File: config.mk
export PLATFORM = sky130hd
export DESIGN_NAME = sd_spi_block_transfer_sequencer_core
export DESIGN_NICKNAME = d
export VERILOG_FILES = /design/src/hdl/sdspi_pkg.sv /design/src/hdl/sdspi_step.sv /design/src/hdl/sd_spi_block_transfer_sequencer_core.sv
export VERILOG_INCLUDE_DIRS = /design/src /design/src/hdl
export SDC_FILE = /design/constraint.sdc
export NUM_CORES = 1
export LEC_CHECK = 0
export BUFFER_PORTS_ARGS = -buffer_cell sky130_fd_sc_hd__buf_2
export CAP_MARGIN = 20
export CORE_MARGIN = 2
export CORE_UTILIZATION = 66
export CTS_BUF_LIST = sky130_fd_sc_hd__clkbuf_8
export DETAILED_ROUTE_END_ITERATION = 7
export PLACE_DENSITY = 0.94
export SLEW_MARGIN = 40
export SYNTH_ARGS = -nofsm -noshare
export SYNTH_HDL_FRONTEND = slang
export SYNTH_SLANG_ARGS = --single-unit
File: constraint.sdc
create_clock -name i_clk -period 8.25 [get_ports i_clk]
set_clock_uncertainty 0.2 [all_clocks]
set_input_delay 2.0625 -clock i_clk [delete_from_list [all_inputs] [get_ports i_clk]]
set_output_delay 2.0625 -clock i_clk [all_outputs]
set_load 0.01 [all_outputs]
File: src/hdl/sd_spi_block_transfer_sequencer_core_defines.svh
// Assertion macros for the SD SPI block transfer sequencer.
// Expects i_clk and i_rst_n in the scope of each use.
`ifndef SD_SPI_BLOCK_TRANSFER_SEQUENCER_CORE_DEFINES_SVH
`define SD_SPI_BLOCK_TRANSFER_SEQUENCER_CORE_DEFINES_SVH

`ifndef SYNTHESIS
`define SDSPI_ASSERT_ALWAYS(label, expr) \
    label: assert property (@(posedge i_clk) disable iff (!i_rst_n) (expr)) \
        else $error("sdspi: invariant violated");
`define SDSPI_ASSERT_NEXT(label, ante, cons) \
    label: assert property (@(posedge i_clk) disable iff (!i_rst_n) (ante) |=> (cons)) \
        else $error("sdspi: sequence violated");
`else
`define SDSPI_ASSERT_ALWAYS(label, expr)
`define SDSPI_ASSERT_NEXT(label, ante, cons)
`endif

`endif

File: src/hdl/sdspi_pkg.sv
// Types, constants and codes of the SD SPI block transfer sequencer.
// No dependencies; used by sdspi_step and the core top level.
package sdspi_pkg;

    localparam int BLOCK_BYTES = 512;
    localparam int BLOCK_SHIFT = 9;
    localparam int CID_BYTES   = 16;
    localparam int WAKE_BYTES  = 16;
    localparam int CMD_BYTES   = 6;
    localparam int CRC_BYTES   = 2;

    localparam int BC_MAX_A = (BLOCK_BYTES > WAKE_BYTES) ? BLOCK_BYTES : WAKE_BYTES;
    localparam int BC_MAX   = (BC_MAX_A > CID_BYTES) ? BC_MAX_A : CID_BYTES;
    localparam int BC_W     = $clog2(BC_MAX + 1);

    localparam logic [7:0] IDLE_BYTE  = 8'hFF;
    localparam logic [7:0] DATA_TOKEN = 8'hFE;
    localparam logic [7:0] CRC_CMD0   = 8'h95;
    localparam logic [7:0] R1_IDLE    = 8'h01;
    localparam logic [7:0] R1_READY   = 8'h00;
    localparam logic [7:0] RESP_MASK  = 8'h1F;
    localparam logic [7:0] RESP_OK    = 8'h05;
    localparam logic [7:0] BUSY_BYTE  = 8'h00;

    localparam logic [5:0] CMD_GO_IDLE   = 6'd0;
    localparam logic [5:0] CMD_SEND_OP   = 6'd1;
    localparam logic [5:0] CMD_SEND_CID  = 6'd10;
    localparam logic [5:0] CMD_READ_ONE  = 6'd17;
    localparam logic [5:0] CMD_WRITE_ONE = 6'd24;
    localparam logic [1:0] CMD_PREFIX    = 2'b01;

    localparam logic [2:0] OP_XCHG  = 3'd0;
    localparam logic [2:0] OP_INIT  = 3'd1;
    localparam logic [2:0] OP_READ  = 3'd2;
    localparam logic [2:0] OP_WRITE = 3'd3;
    localparam logic [2:0] OP_CID   = 3'd4;

    localparam logic [1:0] ST_BUSY = 2'd0;
    localparam logic [1:0] ST_OK   = 2'd1;
    localparam logic [1:0] ST_FAIL = 2'd2;

    localparam logic [15:0] RETRY_MAX = 16'hFFFF;

    localparam logic [7:0]  POLL_LIMIT_RST  = 8'd201;
    localparam logic [15:0] RETRY_LIMIT_RST = 16'hFFFE;

    localparam logic CFG_POLL_LIMIT  = 1'b0;
    localparam logic CFG_RETRY_LIMIT = 1'b1;

    typedef enum logic [1:0] {
        KIND_INIT  = 2'd0,
        KIND_READ  = 2'd1,
        KIND_WRITE = 2'd2,
        KIND_CID   = 2'd3
    } t_kind;

    typedef enum logic [3:0] {
        PH_IDLE, PH_WAKE, PH_CMD_IDLE, PH_CMD_SEND, PH_CMD_POLL,
        PH_CID_DATA, PH_RD_TOKEN, PH_RD_DATA, PH_RD_CRC,
        PH_WR_FILL, PH_WR_TOKEN, PH_WR_DATA, PH_WR_CRC, PH_WR_RESP, PH_WR_BUSY
    } t_phase;

    typedef struct packed {
        logic [2:0]  operation;
        logic [22:0] block_address;
        logic [7:0]  card_byte;
        logic [7:0]  write_byte;
    } t_item;

    typedef struct packed {
        logic [7:0] send_byte;
        logic       send_valid;
        logic       select_active;
        logic       read_valid;
        logic [7:0] read_byte;
        logic       need_write_byte;
        logic [1:0] status;
        logic       fast_clock;
    } t_result;

    typedef struct packed {
        logic [7:0]  reply_poll_limit;
        logic [15:0] init_retry_limit;
    } t_cfg;

    typedef struct packed {
        t_phase          phase;
        t_kind           kind;
        logic [BC_W-1:0] byte_counter;
        logic [7:0]      poll_counter;
        logic [15:0]     retry_counter;
        logic [31:0]     byte_address;
        logic            speed_flag;
        logic [5:0]      cmd_code;
        logic            select_level;
        logic [1:0]      held_status;
    } t_state;

endpackage

File: src/hdl/sdspi_step.sv
// Next-state and result logic for one word of the SD SPI sequencer.
// Purely combinational; uses sdspi_pkg types and constants.
module sdspi_step (
    input  sdspi_pkg::t_state  i_state,
    input  sdspi_pkg::t_item   i_item,
    input  sdspi_pkg::t_cfg    i_cfg,
    output sdspi_pkg::t_state  o_state,
    output sdspi_pkg::t_result o_result
);

    function automatic logic [7:0] cmd_byte(input logic [5:0] cmd, input logic [31:0] addr,
                                            input logic [2:0] idx);
        logic [7:0] b;
        case (idx)
            3'd0: b = {sdspi_pkg::CMD_PREFIX, cmd};
            3'd1: b = addr[31:24];
            3'd2: b = addr[23:16];
            3'd3: b = addr[15:8];
            3'd4: b = addr[7:0];
            default: b = (cmd == sdspi_pkg::CMD_GO_IDLE) ? sdspi_pkg::CRC_CMD0
                                                         : sdspi_pkg::IDLE_BYTE;
        endcase
        return b;
    endfunction

    sdspi_pkg::t_state       n;
    logic [7:0]              send;
    logic                    sv;
    logic                    rv;
    logic [7:0]              rb;
    logic                    nw;
    logic                    do_start;
    logic [5:0]              start_code;
    logic                    do_finish;
    logic [1:0]              fin_st;
    logic [sdspi_pkg::BC_W-1:0] bc_inc;
    logic [7:0]              b;

    assign bc_inc = i_state.byte_counter + sdspi_pkg::BC_W'(1);
    assign b      = i_item.card_byte;

    always_comb begin
        n          = i_state;
        send       = 8'h00;
        sv         = 1'b0;
        rv         = 1'b0;
        rb         = 8'h00;
        nw         = 1'b0;
        do_start   = 1'b0;
        start_code = sdspi_pkg::CMD_GO_IDLE;
        do_finish  = 1'b0;
        fin_st     = sdspi_pkg::ST_BUSY;

        if (i_item.operation == sdspi_pkg::OP_INIT || i_item.operation == sdspi_pkg::OP_READ ||
            i_item.operation == sdspi_pkg::OP_WRITE || i_item.operation == sdspi_pkg::OP_CID) begin
            n.held_status   = sdspi_pkg::ST_BUSY;
            n.retry_counter = 16'd0;
            n.byte_counter  = '0;
            case (i_item.operation)
                sdspi_pkg::OP_INIT: begin
                    n.kind         = sdspi_pkg::KIND_INIT;
                    n.byte_address = 32'd0;
                    n.select_level = 1'b0;
                    n.phase        = sdspi_pkg::PH_WAKE;
                    send = sdspi_pkg::IDLE_BYTE;
                    sv   = 1'b1;
                end
                sdspi_pkg::OP_CID: begin
                    n.kind         = sdspi_pkg::KIND_CID;
                    n.byte_address = 32'd0;
                    do_start   = 1'b1;
                    start_code = sdspi_pkg::CMD_SEND_CID;
                end
                sdspi_pkg::OP_READ: begin
                    n.kind         = sdspi_pkg::KIND_READ;
                    n.byte_address = 32'(i_item.block_address) << sdspi_pkg::BLOCK_SHIFT;
                    do_start   = 1'b1;
                    start_code = sdspi_pkg::CMD_READ_ONE;
                end
                default: begin
                    n.kind         = sdspi_pkg::KIND_WRITE;
                    n.byte_address = 32'(i_item.block_address) << sdspi_pkg::BLOCK_SHIFT;
                    do_start   = 1'b1;
                    start_code = sdspi_pkg::CMD_WRITE_ONE;
                end
            endcase
        end else if (i_item.operation == sdspi_pkg::OP_XCHG &&
                     i_state.phase != sdspi_pkg::PH_IDLE) begin
            case (i_state.phase)
                sdspi_pkg::PH_WAKE: begin
                    n.byte_counter = bc_inc;
                    if (bc_inc < sdspi_pkg::BC_W'(sdspi_pkg::WAKE_BYTES)) begin
                        send = sdspi_pkg::IDLE_BYTE;
                        sv   = 1'b1;
                    end else begin
                        do_start   = 1'b1;
                        start_code = sdspi_pkg::CMD_GO_IDLE;
                    end
                end
                sdspi_pkg::PH_CMD_IDLE: begin
                    n.select_level = 1'b1;
                    n.phase        = sdspi_pkg::PH_CMD_SEND;
                    n.byte_counter = sdspi_pkg::BC_W'(1);
                    send = cmd_byte(i_state.cmd_code, i_state.byte_address, 3'd0);
                    sv   = 1'b1;
                end
                sdspi_pkg::PH_CMD_SEND: begin
                    if (i_state.byte_counter < sdspi_pkg::BC_W'(sdspi_pkg::CMD_BYTES)) begin
                        send = cmd_byte(i_state.cmd_code, i_state.byte_address,
                                        i_state.byte_counter[2:0]);
                        sv   = 1'b1;
                        n.byte_counter = bc_inc;
                    end else begin
                        n.phase        = sdspi_pkg::PH_CMD_POLL;
                        n.poll_counter = 8'd0;
                        send = sdspi_pkg::IDLE_BYTE;
                        sv   = 1'b1;
                    end
                end
                sdspi_pkg::PH_CMD_POLL: begin
                    if (b == sdspi_pkg::IDLE_BYTE &&
                        i_state.poll_counter < i_cfg.reply_poll_limit) begin
                        n.poll_counter = i_state.poll_counter + 8'd1;
                        send = sdspi_pkg::IDLE_BYTE;
                        sv   = 1'b1;
                    end else if (i_state.kind == sdspi_pkg::KIND_INIT) begin
                        if (i_state.cmd_code == sdspi_pkg::CMD_GO_IDLE) begin
                            if (b != sdspi_pkg::R1_IDLE) begin
                                do_finish = 1'b1;
                                fin_st    = sdspi_pkg::ST_FAIL;
                            end else begin
                                n.retry_counter = 16'd0;
                                do_start   = 1'b1;
                                start_code = sdspi_pkg::CMD_SEND_OP;
                            end
                        end else if (b == sdspi_pkg::R1_READY) begin
                            n.speed_flag = 1'b1;
                            do_finish    = 1'b1;
                            fin_st       = sdspi_pkg::ST_OK;
                        end else if (i_state.retry_counter > i_cfg.init_retry_limit ||
                                     i_state.retry_counter == sdspi_pkg::RETRY_MAX) begin
                            do_finish = 1'b1;
                            fin_st    = sdspi_pkg::ST_FAIL;
                        end else begin
                            n.retry_counter = i_state.retry_counter + 16'd1;
                            do_start   = 1'b1;
                            start_code = sdspi_pkg::CMD_SEND_OP;
                        end
                    end else if (b != sdspi_pkg::R1_READY) begin
                        do_finish = 1'b1;
                        fin_st    = sdspi_pkg::ST_FAIL;
                    end else begin
                        n.byte_counter = '0;
                        case (i_state.kind)
                            sdspi_pkg::KIND_CID:  n.phase = sdspi_pkg::PH_CID_DATA;
                            sdspi_pkg::KIND_READ: n.phase = sdspi_pkg::PH_RD_TOKEN;
                            default:              n.phase = sdspi_pkg::PH_WR_FILL;
                        endcase
                        send = sdspi_pkg::IDLE_BYTE;
                        sv   = 1'b1;
                    end
                end
                sdspi_pkg::PH_CID_DATA: begin
                    n.byte_counter = bc_inc;
                    rv = 1'b1;
                    rb = b;
                    if (bc_inc < sdspi_pkg::BC_W'(sdspi_pkg::CID_BYTES)) begin
                        send = sdspi_pkg::IDLE_BYTE;
                        sv   = 1'b1;
                    end else begin
                        do_finish = 1'b1;
                        fin_st    = sdspi_pkg::ST_OK;
                    end
                end
                sdspi_pkg::PH_RD_TOKEN: begin
                    if (b == sdspi_pkg::DATA_TOKEN) begin
                        n.phase        = sdspi_pkg::PH_RD_DATA;
                        n.byte_counter = '0;
                    end
                    send = sdspi_pkg::IDLE_BYTE;
                    sv   = 1'b1;
                end
                sdspi_pkg::PH_RD_DATA: begin
                    n.byte_counter = bc_inc;
                    if (bc_inc >= sdspi_pkg::BC_W'(sdspi_pkg::BLOCK_BYTES)) begin
                        n.phase        = sdspi_pkg::PH_RD_CRC;
                        n.byte_counter = '0;
                    end
                    send = sdspi_pkg::IDLE_BYTE;
                    sv   = 1'b1;
                    rv   = 1'b1;
                    rb   = b;
                end
                sdspi_pkg::PH_RD_CRC: begin
                    n.byte_counter = bc_inc;
                    if (bc_inc < sdspi_pkg::BC_W'(sdspi_pkg::CRC_BYTES)) begin
                        send = sdspi_pkg::IDLE_BYTE;
                        sv   = 1'b1;
                    end else begin
                        do_finish = 1'b1;
                        fin_st    = sdspi_pkg::ST_OK;
                    end
                end
                sdspi_pkg::PH_WR_FILL: begin
                    n.phase = sdspi_pkg::PH_WR_TOKEN;
                    send = sdspi_pkg::DATA_TOKEN;
                    sv   = 1'b1;
                    nw   = 1'b1;
                end
                sdspi_pkg::PH_WR_TOKEN: begin
                    n.phase        = sdspi_pkg::PH_WR_DATA;
                    n.byte_counter = sdspi_pkg::BC_W'(1);
                    send = i_item.write_byte;
                    sv   = 1'b1;
                    nw   = (1 < sdspi_pkg::BLOCK_BYTES);
                end
                sdspi_pkg::PH_WR_DATA: begin
                    if (i_state.byte_counter < sdspi_pkg::BC_W'(sdspi_pkg::BLOCK_BYTES)) begin
                        n.byte_counter = bc_inc;
                        send = i_item.write_byte;
                        sv   = 1'b1;
                        nw   = (bc_inc < sdspi_pkg::BC_W'(sdspi_pkg::BLOCK_BYTES));
                    end else begin
                        n.phase        = sdspi_pkg::PH_WR_CRC;
                        n.byte_counter = '0;
                        send = sdspi_pkg::IDLE_BYTE;
                        sv   = 1'b1;
                    end
                end
                sdspi_pkg::PH_WR_CRC: begin
                    n.byte_counter = bc_inc;
                    if (bc_inc >= sdspi_pkg::BC_W'(sdspi_pkg::CRC_BYTES))
                        n.phase = sdspi_pkg::PH_WR_RESP;
                    send = sdspi_pkg::IDLE_BYTE;
                    sv   = 1'b1;
                end
                sdspi_pkg::PH_WR_RESP: begin
                    if ((b & sdspi_pkg::RESP_MASK) != sdspi_pkg::RESP_OK) begin
                        do_finish = 1'b1;
                        fin_st    = sdspi_pkg::ST_FAIL;
                    end else begin
                        n.phase = sdspi_pkg::PH_WR_BUSY;
                        send = sdspi_pkg::IDLE_BYTE;
                        sv   = 1'b1;
                    end
                end
                sdspi_pkg::PH_WR_BUSY: begin
                    if (b == sdspi_pkg::BUSY_BYTE) begin
                        send = sdspi_pkg::IDLE_BYTE;
                        sv   = 1'b1;
                    end else begin
                        do_finish = 1'b1;
                        fin_st    = sdspi_pkg::ST_OK;
                    end
                end
                default: begin
                    n.phase = sdspi_pkg::PH_IDLE;
                end
            endcase
        end

        if (do_start) begin
            n.cmd_code     = start_code;
            n.phase        = sdspi_pkg::PH_CMD_IDLE;
            n.select_level = 1'b0;
            n.poll_counter = 8'd0;
            n.byte_counter = '0;
            send = sdspi_pkg::IDLE_BYTE;
            sv   = 1'b1;
            rv   = 1'b0;
            nw   = 1'b0;
        end
        if (do_finish) begin
            n.held_status = fin_st;
            n.phase       = sdspi_pkg::PH_IDLE;
            sv = 1'b0;
            nw = 1'b0;
        end
    end

    assign o_state                  = n;
    assign o_result.send_byte       = sv ? send : 8'h00;
    assign o_result.send_valid      = sv;
    assign o_result.select_active   = n.select_level;
    assign o_result.read_valid      = rv;
    assign o_result.read_byte       = rv ? rb : 8'h00;
    assign o_result.need_write_byte = nw;
    assign o_result.status          = n.held_status;
    assign o_result.fast_clock      = n.speed_flag;

endmodule

File: src/hdl/sd_spi_block_transfer_sequencer_core.sv
// Top level of the SD/MMC SPI-mode host byte sequencer: word registers,
// sequencer state and configuration. Uses sdspi_pkg, sdspi_step and the defines header.
//
// Each input word is either a start request (init, block read, block write, CID read)
// or the report of one finished SPI byte exchange; each yields exactly one result word
// naming the next byte to send, chip select, any received data byte and the status.
// A word is taken into an input register, the sequencer state and the result are
// computed combinationally into a result register: one word per clock sustained while
// i_stall is low, bounded by the state update in sdspi_step. Input stall follows the
// output stall only when both registers are full. The configuration (index 0 reply poll
// limit, index 1 init retry limit) is written by the user only while idle, unenforced.
`include "sd_spi_block_transfer_sequencer_core_defines.svh"

module sd_spi_block_transfer_sequencer_core (
    input  logic        i_clk,
    input  logic        i_rst_n,
    input  logic        i_valid,
    output logic        o_stall,
    input  logic [2:0]  i_operation,
    input  logic [22:0] i_block_address,
    input  logic [7:0]  i_card_byte,
    input  logic [7:0]  i_write_byte,
    output logic        o_valid,
    input  logic        i_stall,
    output logic [7:0]  o_send_byte,
    output logic        o_send_valid,
    output logic        o_select_active,
    output logic        o_read_valid,
    output logic [7:0]  o_read_byte,
    output logic        o_need_write_byte,
    output logic [1:0]  o_status,
    output logic        o_fast_clock,
    input  logic        i_cfg_we,
    input  logic        i_cfg_index,
    input  logic [15:0] i_cfg_data
);

    logic                r_in_valid;
    sdspi_pkg::t_item    r_in;
    logic                r_out_valid;
    sdspi_pkg::t_result  r_out;
    sdspi_pkg::t_state   r_state;
    sdspi_pkg::t_state   n_state;
    sdspi_pkg::t_result  n_result;
    sdspi_pkg::t_cfg     r_cfg;
    logic                advance;
    logic                in_take;

    assign advance = r_in_valid && (!r_out_valid || !i_stall);
    assign o_stall = r_in_valid && !advance;
    assign in_take = i_valid && !o_stall;

    sdspi_step u_step (
        .i_state  (r_state),
        .i_item   (r_in),
        .i_cfg    (r_cfg),
        .o_state  (n_state),
        .o_result (n_result)
    );

    always_ff @(posedge i_clk) begin
        if (!i_rst_n) begin
            r_in_valid <= 1'b0;
        end else if (in_take) begin
            r_in_valid <= 1'b1;
        end else if (advance) begin
            r_in_valid <= 1'b0;
        end
    end

    always_ff @(posedge i_clk) begin
        if (in_take) begin
            r_in.operation     <= i_operation;
            r_in.block_address <= i_block_address;
            r_in.card_byte     <= i_card_byte;
            r_in.write_byte    <= i_write_byte;
        end
    end

    always_ff @(posedge i_clk) begin
        if (!i_rst_n) begin
            r_out_valid <= 1'b0;
        end else if (advance) begin
            r_out_valid <= 1'b1;
        end else if (!i_stall) begin
            r_out_valid <= 1'b0;
        end
    end

    always_ff @(posedge i_clk) begin
        if (advance) begin
            r_out <= n_result;
        end
    end

    always_ff @(posedge i_clk) begin
        if (!i_rst_n) begin
            r_state.phase         <= sdspi_pkg::PH_IDLE;
            r_state.kind          <= sdspi_pkg::KIND_INIT;
            r_state.byte_counter  <= '0;
            r_state.poll_counter  <= 8'd0;
            r_state.retry_counter <= 16'd0;
            r_state.byte_address  <= 32'd0;
            r_state.speed_flag    <= 1'b0;
            r_state.cmd_code      <= sdspi_pkg::CMD_GO_IDLE;
            r_state.select_level  <= 1'b0;
            r_state.held_status   <= sdspi_pkg::ST_BUSY;
        end else if (advance) begin
            r_state <= n_state;
        end
    end

    always_ff @(posedge i_clk) begin
        if (!i_rst_n) begin
            r_cfg.reply_poll_limit <= sdspi_pkg::POLL_LIMIT_RST;
            r_cfg.init_retry_limit <= sdspi_pkg::RETRY_LIMIT_RST;
        end else if (i_cfg_we) begin
            case (i_cfg_index)
                sdspi_pkg::CFG_POLL_LIMIT:  r_cfg.reply_poll_limit <= i_cfg_data[7:0];
                sdspi_pkg::CFG_RETRY_LIMIT: r_cfg.init_retry_limit <= i_cfg_data;
                default: ;
            endcase
        end
    end

    assign o_valid           = r_out_valid;
    assign o_send_byte       = r_out.send_byte;
    assign o_send_valid      = r_out.send_valid;
    assign o_select_active   = r_out.select_active;
    assign o_read_valid      = r_out.read_valid;
    assign o_read_byte       = r_out.read_byte;
    assign o_need_write_byte = r_out.need_write_byte;
    assign o_status          = r_out.status;
    assign o_fast_clock      = r_out.fast_clock;

    `SDSPI_ASSERT_ALWAYS(a_done_is_idle,
        r_state.held_status == sdspi_pkg::ST_BUSY || r_state.phase == sdspi_pkg::PH_IDLE)
    `SDSPI_ASSERT_ALWAYS(a_speed_sticky, !$fell(r_state.speed_flag))
    `SDSPI_ASSERT_NEXT(a_fill_output, r_in_valid && !r_out_valid, r_out_valid)
    `SDSPI_ASSERT_NEXT(a_init_wakes, advance && r_in.operation == sdspi_pkg::OP_INIT,
        r_state.phase == sdspi_pkg::PH_WAKE && !r_state.select_level)

endmodule

Yosys cells after proc, flatten, opt, wreduce, memory -nomap -nowiden
Cells that the tools add are included.

Memories: 0. Bits in writable memories: 0. Register bits after elaboration: 173. Bits in read-only memories: 0. Logic and storage cells: 286. Bits in latches: 0. Output and inout port bits: 25. Bits of input ports: 64.

Shift operators: 0. Muxes and demuxes: 142. Div/mod/pow operators: 0. $mul: 0. Add/sub/neg operators: 3. Reductions and logical operators: 49. Eq/ne operators: 53. Bitwise logic cells: 4. $lt $le $gt $ge: 9.

Operators by type and width (count): 16-bit two-way mux (8); 8-bit two-way mux (16); 8-bit case mux with 11 select lines (1); 10-bit two-way mux (8); 10-bit case mux with 7 select lines (1); 1-bit two-way mux (60); 4-bit two-way mux (14); 4-bit case mux with 11 select lines (1); 6-bit two-way mux (7); 8-bit case mux with 5 select lines (1); 34-bit two-way mux (1); 32-bit two-way mux (1); 5-bit by 2-bit != test with 1-bit output (second input constant) (6); 4-bit == test (second input constant) (7); 2-bit two-way mux (12); 10-bit less-than comparator (second input constant) (2); 18-bit two-way mux (1); 16-bit by 1-bit adder with 16-bit output (second input constant) (1); 16-bit == test (second input constant) (1); 4-bit by 3-bit == test with 1-bit output (second input constant) (4); 8-bit == test (second input constant) (2); 16-bit > comparator (1); 4-bit by 1-bit != test with 1-bit output (second input constant) (4); 8-bit case mux with 2 select lines (1); other kinds (51) (99).

Depth between registers and ports, before layout
Gate-level depths: netlist of run 1.

Depth after elaboration: 13. Mapped depth: 13. Mapped depth without buffers: 11.

Modules after synthesis
Synthesis of run 1 repeated with hierarchy kept, for this count alone.

Cells, all modules: 1169. Area, all modules: 9778.1 um^2.

Modules (own cells, without submodules): sd_spi_block_transfer_sequencer_core (instances 1, cells an instance 545, seq. area each 4113.9 um^2, area an instance 5866.9 um^2); sdspi_step (instances 1, cells an instance 624, seq. area each 0.0 um^2, area an instance 3911.3 um^2).

Worst setup path before layout of run 1
Ideal clock, no wire load.

Path kind: input to register. Start: in i_stall. End: reg r_in[0] (netlist name) (enable). Path slack: 3415 ps. Data required time: 7604 ps. Setup time: 446 ps. Stages: 2. Buffers on the path: 0. Data arrival time: 4189 ps. Cells stage by stage: and3_1 nor2b_1.

Cells in the longest elaborated chain, start to end: 7.

Ends and longest elaborated chain: from (decl) (RTL line sd_spi_block_transfer_sequencer_core.sv:24) `input logic i_stall,`; 1-bit zero test; 1-bit logical OR (RTL line sd_spi_block_transfer_sequencer_core.sv:49) `assign advance = r_in_valid && (!r_out_valid || !i_stall);`; 1-bit logical AND (RTL line sd_spi_block_transfer_sequencer_core.sv:49); 1-bit zero test (RTL line sd_spi_block_transfer_sequencer_core.sv:50) `assign o_stall = r_in_valid && !advance;`; 1-bit logical AND (RTL line sd_spi_block_transfer_sequencer_core.sv:50); 1-bit zero test (RTL line sd_spi_block_transfer_sequencer_core.sv:51) `assign in_take = i_valid && !o_stall;`; 1-bit logical AND (RTL line sd_spi_block_transfer_sequencer_core.sv:51); named net in_take (RTL line sd_spi_block_transfer_sequencer_core.sv:47) `logic in_take;`; to (decl) (RTL line sd_spi_block_transfer_sequencer_core.sv:39) `sdspi_pkg::t_item r_in;`.

The timed path passes the listed nets, and every way through them passes these cells. A chain may end at the register's enable or synchronous reset.

Final worst setup path of run 1
Start: in i_stall. End: out o_stall.

Cells in the longest elaborated chain, start to end: 5.

Ends and longest elaborated chain: 1-bit zero test; 1-bit logical OR (RTL line sd_spi_block_transfer_sequencer_core.sv:49); 1-bit logical AND (RTL line sd_spi_block_transfer_sequencer_core.sv:49); 1-bit zero test (RTL line sd_spi_block_transfer_sequencer_core.sv:50); 1-bit logical AND (RTL line sd_spi_block_transfer_sequencer_core.sv:50); to (decl) (RTL line sd_spi_block_transfer_sequencer_core.sv:18) `output logic o_stall,`.

Every way passes these cells.

==> reports/qor.csv, run 1 <==
stage,metric,value,unit
run_status,status,"finished, violations left",
run_status,failing checks,DRC,
final_layout,nets,1056,
clocking,"Setup Fix Bufs, Post-CTS",0,
routing,Vias,7222,
synth,number of synthesized flops with an enable pin,65,
critical_path,critical path type,primary input to primary output,
floorplanning,row count,41,
final_layout,area delta synth->final,11.0,%
routing,routed len/inst,17.3,um
timing,setup TNS,0,ns
routing,drt via density,6.31,
final_layout,fill count,907,
power,leakage,3.61,nW
synth,post-synth cell types,83,
synth,Post-Syn Area,8400,um^2
synth,syn nets,997,
floorplanning,Core Box Area,12500,um^2
clocking,CTS tree,done,
critical_path,crit path capture type,primary output,
critical_path,CP max FO,3,
timing,Finish-stage setup viols,0,
place,placed inst area,8890,um^2
floorplanning,die span in y,117,um
global_routing,vias in the first global route,6418,
global_routing,largest net degree at the start of global routing,80,
place,Inst Count DP,1113,
worst_hold_path,worst hold-check path type,flop to flop,
synth,syn_area_per_cell,9.32,um^2
timing,unrepaired setup endpoints after global routing,no,
global_routing,initial antenna violation count,0,
critical_path,Setup crit start,i_stall,
synth,ys async rst share,0,
clocking,cts repair resizes,0,
clocking,Num CTS Buffers,17,
final_layout,"commonest non-fill, non-tap cell in the layout",nand2_1,
final_layout,Finished Cell Area,9320,um^2
clocking,clk sinks,162,
global_routing,gr ovfl total,0,
global_routing,first-pass GRT wire length,31.2,mm
routing,DRC violations left,9,
routing,Routed Antenna Nets,0,
critical_path,Crit path required time,5.99,ns
critical_path,crit path DAT,2.56,ns
critical_path,"slowest stage delay, CP",0.24,ns
synth,prevailing post-synth register cell,dfxtp_1,
place,Placer Congestion,1.01,
worst_hold_path,Worst Hold Launch,r_cfg[17],
final_layout,most frequent cells in the layout,"nand2_1, dfxtp_1, buf_2, edfxtp_1, o21ai_0",
critical_path,CP Cell Sequence,buf_2 > and3_1 > buf_2,
timing,fin. max-slew vios,0,
final_layout,share of cells above drive strength 1,0.163,
critical_path,worst reg2reg path startpoint,r_state[68],
timing,Tmin final,4.82,ns
routing,1st-iter DRT viols,881,
clocking,CTS Hold Buffers Added,0,
global_routing,GR Util All Layers,0.295,
floorplanning,Die Area,13600,um^2
critical_path,crit path max-delay cell type,and3_1,
timing,Max Fclk,207,MHz
place,Detail Placement HPWL,13.5,mm
floorplanning,die span in x,117,um
power,Power Density,173,nW/um^2
timing,Fin. Hold Viols,0,
floorplanning,I/O pins,89,
timing,Relative slew margins,0.472,
clocking,H-tree level count,4,
clocking,clock root cell,clkbuf_8,
clocking,Clock Latency Late Sink,0.48,ns
critical_path,crit-path most repeated cell,buf_2,
timing,Final Cycle Share,0.585,
floorplanning,Initial Utilization,0.671,
power,Peak supply drop,0.170,mV
job,MaxCap Viol Count,0,
critical_path,Startpoint Class,primary input,
place,Port-buffer cells,88,
routing,Routed WL,19.8,mm
final_layout,Layout Cells excl Fill,1145,
synth,synthesized instance count,901,
timing,Worst Max-Slew Pin Slew,0.792,ns
clocking,clk slew on worst S/H paths,0.08,ns
clocking,CTS Buffer Depth,2,
synth,synth warn,0,
routing,First-pass DRT Iterations,8,
synth,register area share after synthesis,0.464,
final_layout,number of diodes,0,
synth,synthesized flop and latch total,162,
metrics by stage:
| stage | power (W) | setup WS [ns] | hold WS, ns | util |
|---|---|---|---|---|
| 2_1_floorplan | 0.000981 | 3.42 | 0.240 | - |
| 5_1_grt | 0.00166 | 3.42 | 0.282 | 0.745 |
| 3_5_place_dp | 0.00103 | 3.40 | 0.261 | 0.710 |
| 6_report | 0.00161 | 3.43 | 0.270 | 0.745 |
| 4_1_cts | 0.00161 | 3.44 | 0.272 | 0.743 |
| 3_3_place_gp | 0.00102 | 3.45 | 0.251 | 0.708 |
routing by layer:
layer  GRT usage  share of wire  wire, um  vias to the layer above
met3      0.0731          0.084      1670                       38
met2       0.465           0.48      9460                      392
met5           0              0         0                        -
met1       0.400           0.42      8310                     3374
li1            -              -         -                     3418
met4       0.108          0.020       394                        0
critical path: cells and delay by family:
kind / cells / cell delay [ns]
simple gates: 1 / 0.24
buf+inv: 2 / 0.26
sequential cells by signal, summed over array words and instances (netlist names), 2 cells and up:
register     flops
r_in            42
r_cfg           24
o_read_byte      8
o_status         2
r_state         71
o_send_byte      8
worst paths after layout:
kind	endpoint	slack (ns)	cells after the start
worst max-delay path	o_stall	3.43	3
worst min-delay path	r_cfg[17]	0.27	2
worst max register to register	o_send_valid	4.36	9
worst min register to register	r_cfg[17]	0.27	2
synth_stat cells (all sizes together) (3+ instances only):
master	number	area share
nor3	29	0.018
nor4	9	0.0085
o21bai	4	0.0036
a211oi	3	0.0027
xnor2	5	0.0052
nor3b	5	0.0045
a22oi	5	0.0045
ha	32	0.048
o22ai	4	0.0030
clkbuf	38	0.017
nand2b	12	0.0089
and4	4	0.0042
nor2b	14	0.010
edfxtp	65	0.23
xor2	14	0.015
o2bb2ai	3	0.0031
a21boi	31	0.028
inv	37	0.017
nand3	45	0.027
buf	17	0.012
a211o	4	0.0042
mux2i	10	0.012
nand2	119	0.053
o211ai	32	0.029
o21a	4	0.0037
o31ai	5	0.0061
o2111a	4	0.0064
nand4	14	0.011
or4	5	0.0049
a21oi	33	0.021
a221oi	3	0.0031
nor2	49	0.022
dfxtp	97	0.23
a31oi	4	0.0037
o21ai	65	0.040
and3	15	0.011
a222oi	4	0.0048
and2	15	0.011
a22o	3	0.0031
or3	7	0.0058
logic make-up after synthesis:
kind of cell | Yosys count | synth area share
xor gates and xnor gates | 19 | 0.0198
and+or+nand+nor | 348 | 0.208
AOI/OAI and AO/OA | 235 | 0.201
adders and majority gates | 32 | 0.0477
DFF | 162 | 0.464
buffers and inverters | 93 | 0.0457
muxes | 12 | 0.0146
report_power, final:
part / internal (W) / leakage (nW) / switching (W) / total, W
clock: 0.000290 / 0.208 / 0.000307 / 0.000597
combinational: 0.0000487 / 1.98 / 0.0000835 / 0.000132
sequential: 0.000864 / 1.42 / 0.0000172 / 0.000881
total: 0.00120 / 3.61 / 0.000408 / 0.00161
layout make-up:
class	instances	area, um^2	area share
well taps	172	215	0.0231
inverters	38	143	0.0153
repair buffers	95	500	0.0537
flip-flops and latches	162	3900	0.418
clock inverters	13	149	0.0160
clock buffers	19	262	0.0281
multi-input cells	646	4160	0.446
(Power assumes the default switching activity.)
==> inputs of run 2 (changes only) <==
ABC_AREA = 1   (was not set)
CORE_UTILIZATION = 61   (was 66)
PLACE_DENSITY = 0.88   (was 0.94)
clock period = 5 ns   (was 8.25 ns; I/O delays follow)
==> run 2 against run 1 <==
  * The run now ends clean
  * Flip-flop and latch count stayed put
  * Utilization fell by 3.8 points
  * Via count rose by 4.6%
  * Sequential share of layout area down 0.54 points
  * Largest power group unchanged
  * Non-clock buffer count is 1 lower
  * Critical path type is now primary input to flop
  * Global-route usage is 1.0 points lower
  * Largest cell class is now sequential cells
==> reports/qor.csv, run 2 <==
stage,metric,value,unit,change
routing,routed len/inst,15.2,um,was 17.3 um
final_layout,utilization after layout,0.707,,was 0.745
clocking,clk slew on worst S/H paths,0.09,ns,was 0.08 ns
worst_hold_path,worst hold-check path type,flop to flop,,unchanged
place,Placer Congestion,0.967,,was 1.01
floorplanning,die span in x,122,um,was 117 um
floorplanning,I/O pins,89,,unchanged
global_routing,layer with the highest usage,met2,,unchanged
timing,setup TNS,0,ns,unchanged
routing,Routed Antenna Nets,0,,unchanged
synth,synthesized flop and latch total,162,,unchanged
final_layout,number of diodes,0,,unchanged
final_layout,Regs by FF count,"r_state x71, r_in x42, r_cfg x24",,unchanged
critical_path,crit path capture type,flop,,was primary output
global_routing,GR Util All Layers,0.285,,was 0.295
clocking,Num CTS Buffers,17,,unchanged
clocking,CTS Buffer Depth,2,,unchanged
routing,First-pass DRT Iterations,6,,was 8
synth,cell with the most instances after synthesis,nand2_1,,unchanged
synth,syn_area_per_cell,8.02,um^2,was 9.32 um^2
synth,post-synth cell types,57,,was 83
floorplanning,row count,42,,was 41
timing,unrepaired setup endpoints after global routing,no,,unchanged
final_layout,"commonest non-fill, non-tap cell in the layout",nand2_1,,unchanged
global_routing,largest net degree at the start of global routing,49,,was 80
synth,post-synth top area cell,edfxtp_1,,unchanged
global_routing,GR Util met3,0.0604,,was 0.0731
synth,synth warn,0,,unchanged
synth,main area contributors after synthesis,"edfxtp_1, dfxtp_1, nand2_1",,unchanged
final_layout,Finished Cell Area,9440,um^2,was 9320 um^2
clocking,clock root cell,clkbuf_8,,unchanged
timing,Max Fclk,305,MHz,
power,leakage,4.20,nW,was 3.61 nW
synth,number of synthesized flops with an enable pin,65,,unchanged
clocking,cts repair resizes,0,,unchanged
critical_path,crit path DAT,3.43,ns,was 2.56 ns
timing,Relative slew margins,0.492,,was 0.472
timing,Final Cycle Share,0.655,,
clocking,CTS tree,done,,unchanged
synth,Post-synth top cells,"nand2_1, inv_1, nor2_1, dfxtp_1, a21oi_1",,"was nand2_1, dfxtp_1, edfxtp_1, o21ai_0, nor2_1"
critical_path,critical path type,primary input to flop,,was primary input to primary output
job,MaxCap Viol Count,0,,unchanged
routing,DRC violations left,0,,was 9
place,Port-buffer cells,88,,unchanged
final_layout,share of cells above drive strength 1,0.149,,was 0.163
floorplanning,Initial Utilization,0.632,,was 0.671
routing,1st-iter DRT viols,824,,was 881
global_routing,met2 Use GR,0.458,,was 0.465
clocking,Clock Latency Late Sink,0.46,ns,was 0.48 ns
global_routing,initial antenna violation count,1,,was 0
synth,Post-Syn Area,8430,um^2,was 8400 um^2
floorplanning,Die Area,14800,um^2,was 13600 um^2
place,placed inst area,9020,um^2,was 8890 um^2
routing,drt via density,5.69,,was 6.31
synth,prevailing post-synth register cell,dfxtp_1,,unchanged
routing,Routed WL,20.2,mm,was 19.8 mm
global_routing,vias in the first global route,7033,,was 6418
timing,Worst Max-Slew Pin Slew,0.756,ns,was 0.792 ns
routing,Vias,7551,,was 7222
floorplanning,Core Box Area,13300,um^2,was 12500 um^2
global_routing,M1 GR Usage,0.381,,was 0.400
synth,share of the synthesized area in the top cell type,0.231,,was 0.232
power,Peak supply drop,0.220,mV,was 0.170 mV
synth,ys async rst share,0,,unchanged
clocking,CTS Hold Buffers Added,0,,unchanged
final_layout,max reg flops,71,,unchanged
clocking,"Setup Fix Bufs, Post-CTS",0,,unchanged
power,Power Density,302,nW/um^2,was 173 nW/um^2
synth,syn nets,1148,,was 997
critical_path,Startpoint Class,primary input,,unchanged
global_routing,first-pass GRT wire length,33.3,mm,was 31.2 mm
timing,Tmin final,3.27,ns,
critical_path,Crit path required time,5.15,ns,was 5.99 ns
clocking,clk sinks,162,,unchanged
place,Detail Placement HPWL,14.8,mm,was 13.5 mm
timing,Finish-stage setup viols,0,,unchanged
final_layout,most frequent cells in the layout,"nand2_1, inv_1, nor2_1, dfxtp_1, buf_2",,"was nand2_1, dfxtp_1, buf_2, edfxtp_1, o21ai_0"
timing,Fin. Hold Viols,0,,unchanged
final_layout,"Most flops, register",r_state,,unchanged
final_layout,nets,1234,,was 1056
clocking,H-tree level count,4,,unchanged
run_status,status,finished clean,,"was finished, violations left"
timing,fin. max-slew vios,0,,unchanged
global_routing,gr ovfl total,0,,unchanged
synth,register area share after synthesis,0.462,,was 0.464
floorplanning,die span in y,122,um,was 117 um
critical_path,CP max FO,21,,was 3
critical_path,FF-to-FF setup slack,1.77,ns,was 4.36 ns
final_layout,area delta synth->final,11.9,%,was 11.0%
synth,synthesized instance count,1052,,was 901
run 2: cell type report:
type | instances | area [um^2]
clock buffers | 17 | 234
clock inverters | 15 | 180
fillers | 1074 | 3910
inverters | 154 | 588
multi-input cells | 709 | 3830
flip-flops and latches | 162 | 3890
well taps | 176 | 220
repair buffers | 94 | 485
run 2: metrics by stage:
stage          setup slack (ns)  total power, W  hold slack [ns]  instances
6_report                   1.73         0.00285            0.267       1327
5_1_grt                    1.49         0.00297            0.298       1327
2_1_floorplan             0.912         0.00176            0.229       1052
4_1_cts                    1.79         0.00286            0.267       1327
3_5_place_dp               1.30         0.00187            0.253       1295
3_3_place_gp               1.37         0.00186            0.247       1295
run 2: final timing paths:
kind | startpoint | cells after the start | to
setup / recovery | i_stall | 13 | r_state[57]
hold / removal | r_cfg[21] | 2 | r_cfg[21]
setup reg to reg | r_state[66] | 14 | o_send_byte[2]
hold reg to reg | r_cfg[21] | 2 | r_cfg[21]
run 2: cell families after synthesis:
logic type / count (synthesis) / share of synthesized area
XOR/XNOR: 11 / 0.0114
flip-flops: 162 / 0.462
buffers and inverters: 181 / 0.0846
AND/OR/NAND/NOR: 471 / 0.257
adder cells (fa/ha/maj): 32 / 0.0475
AO/OA/AOI/OAI: 195 / 0.138
run 2: worst max-delay path, cell delays in order:
cell and delay, ns:
buf_2 0.09, nand2_1 0.09, inv_1 0.06, nor2_2 0.12, inv_2 0.11, nor2_1 0.54
inv_1 0.15, nand2_2 0.37, inv_2 0.18, nor2_1 0.19, nand2_1 0.08, xor2_1 0.13
nor2_1 0.05
run 2: layer usage:
metal	wire (um)	vias up	part of all wire
li1	-	3703	-
met1	8590	3458	0.43
met2	9390	331	0.47
met3	1620	57	0.080
met4	541	2	0.027
met5	7	-	0.00035
run 2: where the power goes:
| part | internal, W | leakage [nW] | switching, W |
|---|---|---|---|
| Combinational | 0.000121 | 2.57 | 0.000253 |
| Clock | 0.000500 | 0.209 | 0.000500 |
| Sequential | 0.00144 | 1.43 | 0.0000371 |
==> inputs of run 3 (changes only) <==
ABC_AREA = 0   (was 1)
clock period = 3.1 ns   (was 5 ns; I/O delays follow)
==> run 3 against run 2 <==
  * Final cell count decreased by 8.5%
  * Flip-flop and latch count unchanged
  * First-iteration DRC count up 5.7%
  * Die area down 0.42%
  * Clock power is 51% higher
  * Sequential share of layout area down 1.9 points
  * Via count decreased by 0.17%
  * Utilization grew 3.6 points
  * Count of clock-buffer cells in the layout unchanged
  * Global-route usage rose by 1.3 points
  * Combinational power is 5.3% higher
  * Critical endpoint is now r_state[70]
  * Highest routed layer is now met4
==> reports/qor.csv, run 3 (same netlist as run 1, synthesis figures left out) <==
stage,metric,value,unit,change
clocking,Clock Latency Late Sink,0.48,ns,was 0.46 ns
power,Clock power frac,0.355,,was 0.350
power,Sw Share,0.268,,was 0.277
place,Port-buffer cells,88,,unchanged
critical_path,Crit path max-delay family,simple AND/OR/NAND/NOR gates,,unchanged
power,leakage,3.91,nW,was 4.20 nW
global_routing,GR Util All Layers,0.298,,was 0.285
floorplanning,Die Area,14700,um^2,was 14800 um^2
critical_path,crit path buf inv count,3,,was 5
clocking,clk sinks,162,,unchanged
routing,routed len/inst,17.9,um,was 15.2 um
clocking,Num CTS Buffers,17,,unchanged
place,Detail Placement HPWL,15.0,mm,was 14.8 mm
timing,Tmin final,3.08,ns,
run_status,status,finished clean,,unchanged
global_routing,vias in the first global route,7000,,was 7033
clocking,CTS Buffer Depth,2,,unchanged
final_layout,Layout Cells excl Fill,1214,,was 1327
critical_path,CP Cell Sequence,inv_1 > ha_1 > nand4_1 > or4_4 > a21oi_4 > o21ai_4 > o2111a_2 > buf_4 > nor4_4 > buf_6 > nand4_1 > mux2i_1,,was buf_2 > nand2_1 > inv_1 > nor2_2 > inv_2 > nor2_1 > inv_1 > nand2_2 > inv_2 > nor2_1 > nand2_1 > xor2_1 > nor2_1
floorplanning,die span in y,121,um,was 122 um
routing,First-pass DRT Iterations,7,,was 6
critical_path,crit path DAT,3.29,ns,was 3.43 ns
routing,Routed WL,21.8,mm,was 20.2 mm
timing,Max Fclk,325,MHz,
place,Placer Congestion,1.00,,was 0.967
final_layout,utilization after layout,0.742,,was 0.707
place,placed inst area,9300,um^2,was 9020 um^2
routing,Routed Antenna Nets,0,,unchanged
timing,Fin. Hold Viols,0,,unchanged
routing,DRC violations left,0,,unchanged
clocking,clock root cell,clkbuf_8,,unchanged
critical_path,Startpoint Class,flop,,was primary input
critical_path,critical path type,flop to flop,,was primary input to flop
final_layout,nets,1121,,was 1234
clocking,H-tree level count,4,,unchanged
place,Inst Count DP,1174,,was 1295
floorplanning,Initial Utilization,0.629,,was 0.632
floorplanning,die span in x,121,um,was 122 um
timing,Worst Max-Slew Pin Slew,0.777,ns,was 0.756 ns
global_routing,first-pass GRT wire length,34.3,mm,was 33.3 mm
routing,drt via density,6.21,,was 5.69
routing,1st-iter DRT viols,871,,was 824
global_routing,largest net degree at the start of global routing,47,,was 49
floorplanning,I/O pins,89,,unchanged
final_layout,max reg flops,71,,unchanged
final_layout,number of diodes,0,,unchanged
power,combinational fraction of design power,0.093,,was 0.131
power,Peak supply drop,0.359,mV,was 0.220 mV
critical_path,crit path max-delay cell type,or4_4,,was nor2_1
clocking,clk slew on worst S/H paths,0.09,ns,about the same
power,Power Density,428,nW/um^2,was 302 nW/um^2
timing,unrepaired setup endpoints after global routing,yes,,was no
timing,fin. max-slew vios,0,,unchanged
clocking,CTS tree,done,,unchanged
routing,Vias,7538,,was 7551
global_routing,gr ovfl total,0,,unchanged
final_layout,Regs by FF count,"r_state x71, r_in x42, r_cfg x24",,unchanged
global_routing,initial antenna violation count,0,,was 1
final_layout,most frequent cells in the layout,"nand2_1, dfxtp_1, buf_2, buf_4, edfxtp_1",,"was nand2_1, inv_1, nor2_1, dfxtp_1, buf_2"
final_layout,"commonest non-fill, non-tap cell in the layout",nand2_1,,unchanged
worst_hold_path,worst hold-check path type,primary input to flop,,was flop to flop
floorplanning,row count,42,,unchanged
final_layout,share of cells above drive strength 1,0.225,,was 0.149
timing,Final Cycle Share,0.993,,
power,share of total power in sequential cells,0.552,,was 0.518
timing,Finish-stage setup viols,0,,unchanged
critical_path,"slowest stage delay, CP",0.53,ns,was 0.54 ns
critical_path,crit path capture type,flop,,unchanged
final_layout,Finished Cell Area,9910,um^2,was 9440 um^2
timing,Relative slew margins,0.482,,was 0.492
floorplanning,Core Box Area,13300,um^2,unchanged
timing,final worst slack,0.0228,ns,was 1.73 ns
critical_path,crit-path most repeated cell,nand4_1,,was nor2_1
place,"worst slack, placed",-0.108,ns,was 1.30 ns
final_layout,area delta synth->final,18.0,%,was 11.9%
power,Switch Pwr,0.00113,W,was 0.000790 W
critical_path,CP max FO,11,,was 21
final_layout,"Most flops, register",r_state,,unchanged
job,MaxCap Viol Count,0,,unchanged
power,internal power,0.00310,W,was 0.00206 W
critical_path,Crit path required time,3.31,ns,was 5.15 ns
[run 3: cell count changes in the layout (fill, tap and decap cells not counted), sizes merged, moves of 13 or more]
cell and change:
a211oi -15, a21boi +30, a21oi -49, and2 +15, buf +64, inv -117
nand2 -85, nand3 -22, nand4 -14, nor2 -86, nor2b +14, o211ai +13
o21ai +14
[run 3: layout make-up]
class | instances | area (um^2)
tap | 176 | 220
clock inverter | 15 | 154
timing repair buffer | 158 | 973
fill | 951 | 3440
inverter | 38 | 143
multi-input combinational | 648 | 4290
sequential | 162 | 3900
clock buffer | 17 | 234
[run 3: per-stage QoR]
| step | TNS (ns) | power (W) | hold WS (ns) |
|---|---|---|---|
| 6_report | 0 | 0.00424 | 0.264 |
| 5_1_grt | -0.791 | 0.00439 | 0.245 |
| 4_1_cts | 0 | 0.00424 | 0.251 |
| 3_5_place_dp | -0.137 | 0.00276 | 0.258 |
| 3_3_place_gp | 0 | 0.00274 | 0.250 |
| 2_1_floorplan | 0 | 0.00261 | 0.240 |
[run 3: per-layer routing]
layer | vias to the layer above | share of wire | track usage
met5 | - | 0 | 0
met4 | 0 | 0.027 | 0.120
met3 | 64 | 0.089 | 0.0738
met2 | 375 | 0.47 | 0.474
met1 | 3532 | 0.41 | 0.392
li1 | 3567 | - | -
[run 3: repair_timing]
action	in CTS	in global routing
setup buffers	2	4
pin swaps	1	4
cloned	1	1
resized for setup	6	23
hold buffers	0	0
endpoints found under the setup margin	16	44
[run 3: power groups by stage]
stage                     Sequential (W)  Combinational, W  Clock, W
after floorplan                  0.00238          0.000231         0
after global placement           0.00238          0.000361         0
after detailed placement         0.00239          0.000372         0
after CTS                        0.00234          0.000378   0.00152
after global routing             0.00235          0.000430   0.00161
final                            0.00234          0.000394   0.00151
[run 3: path summary, 6_finish.rpt]
kind	start	endpoint	slack, ns	depth (start not counted)
min reg2reg	r_cfg[17]	r_cfg[17]	0.27	2
max	r_cfg[7]	r_state[70]	0.02	12
max reg2reg	r_cfg[7]	r_state[70]	0.02	12
min	i_block_address[4]	r_in[20]	0.26	1
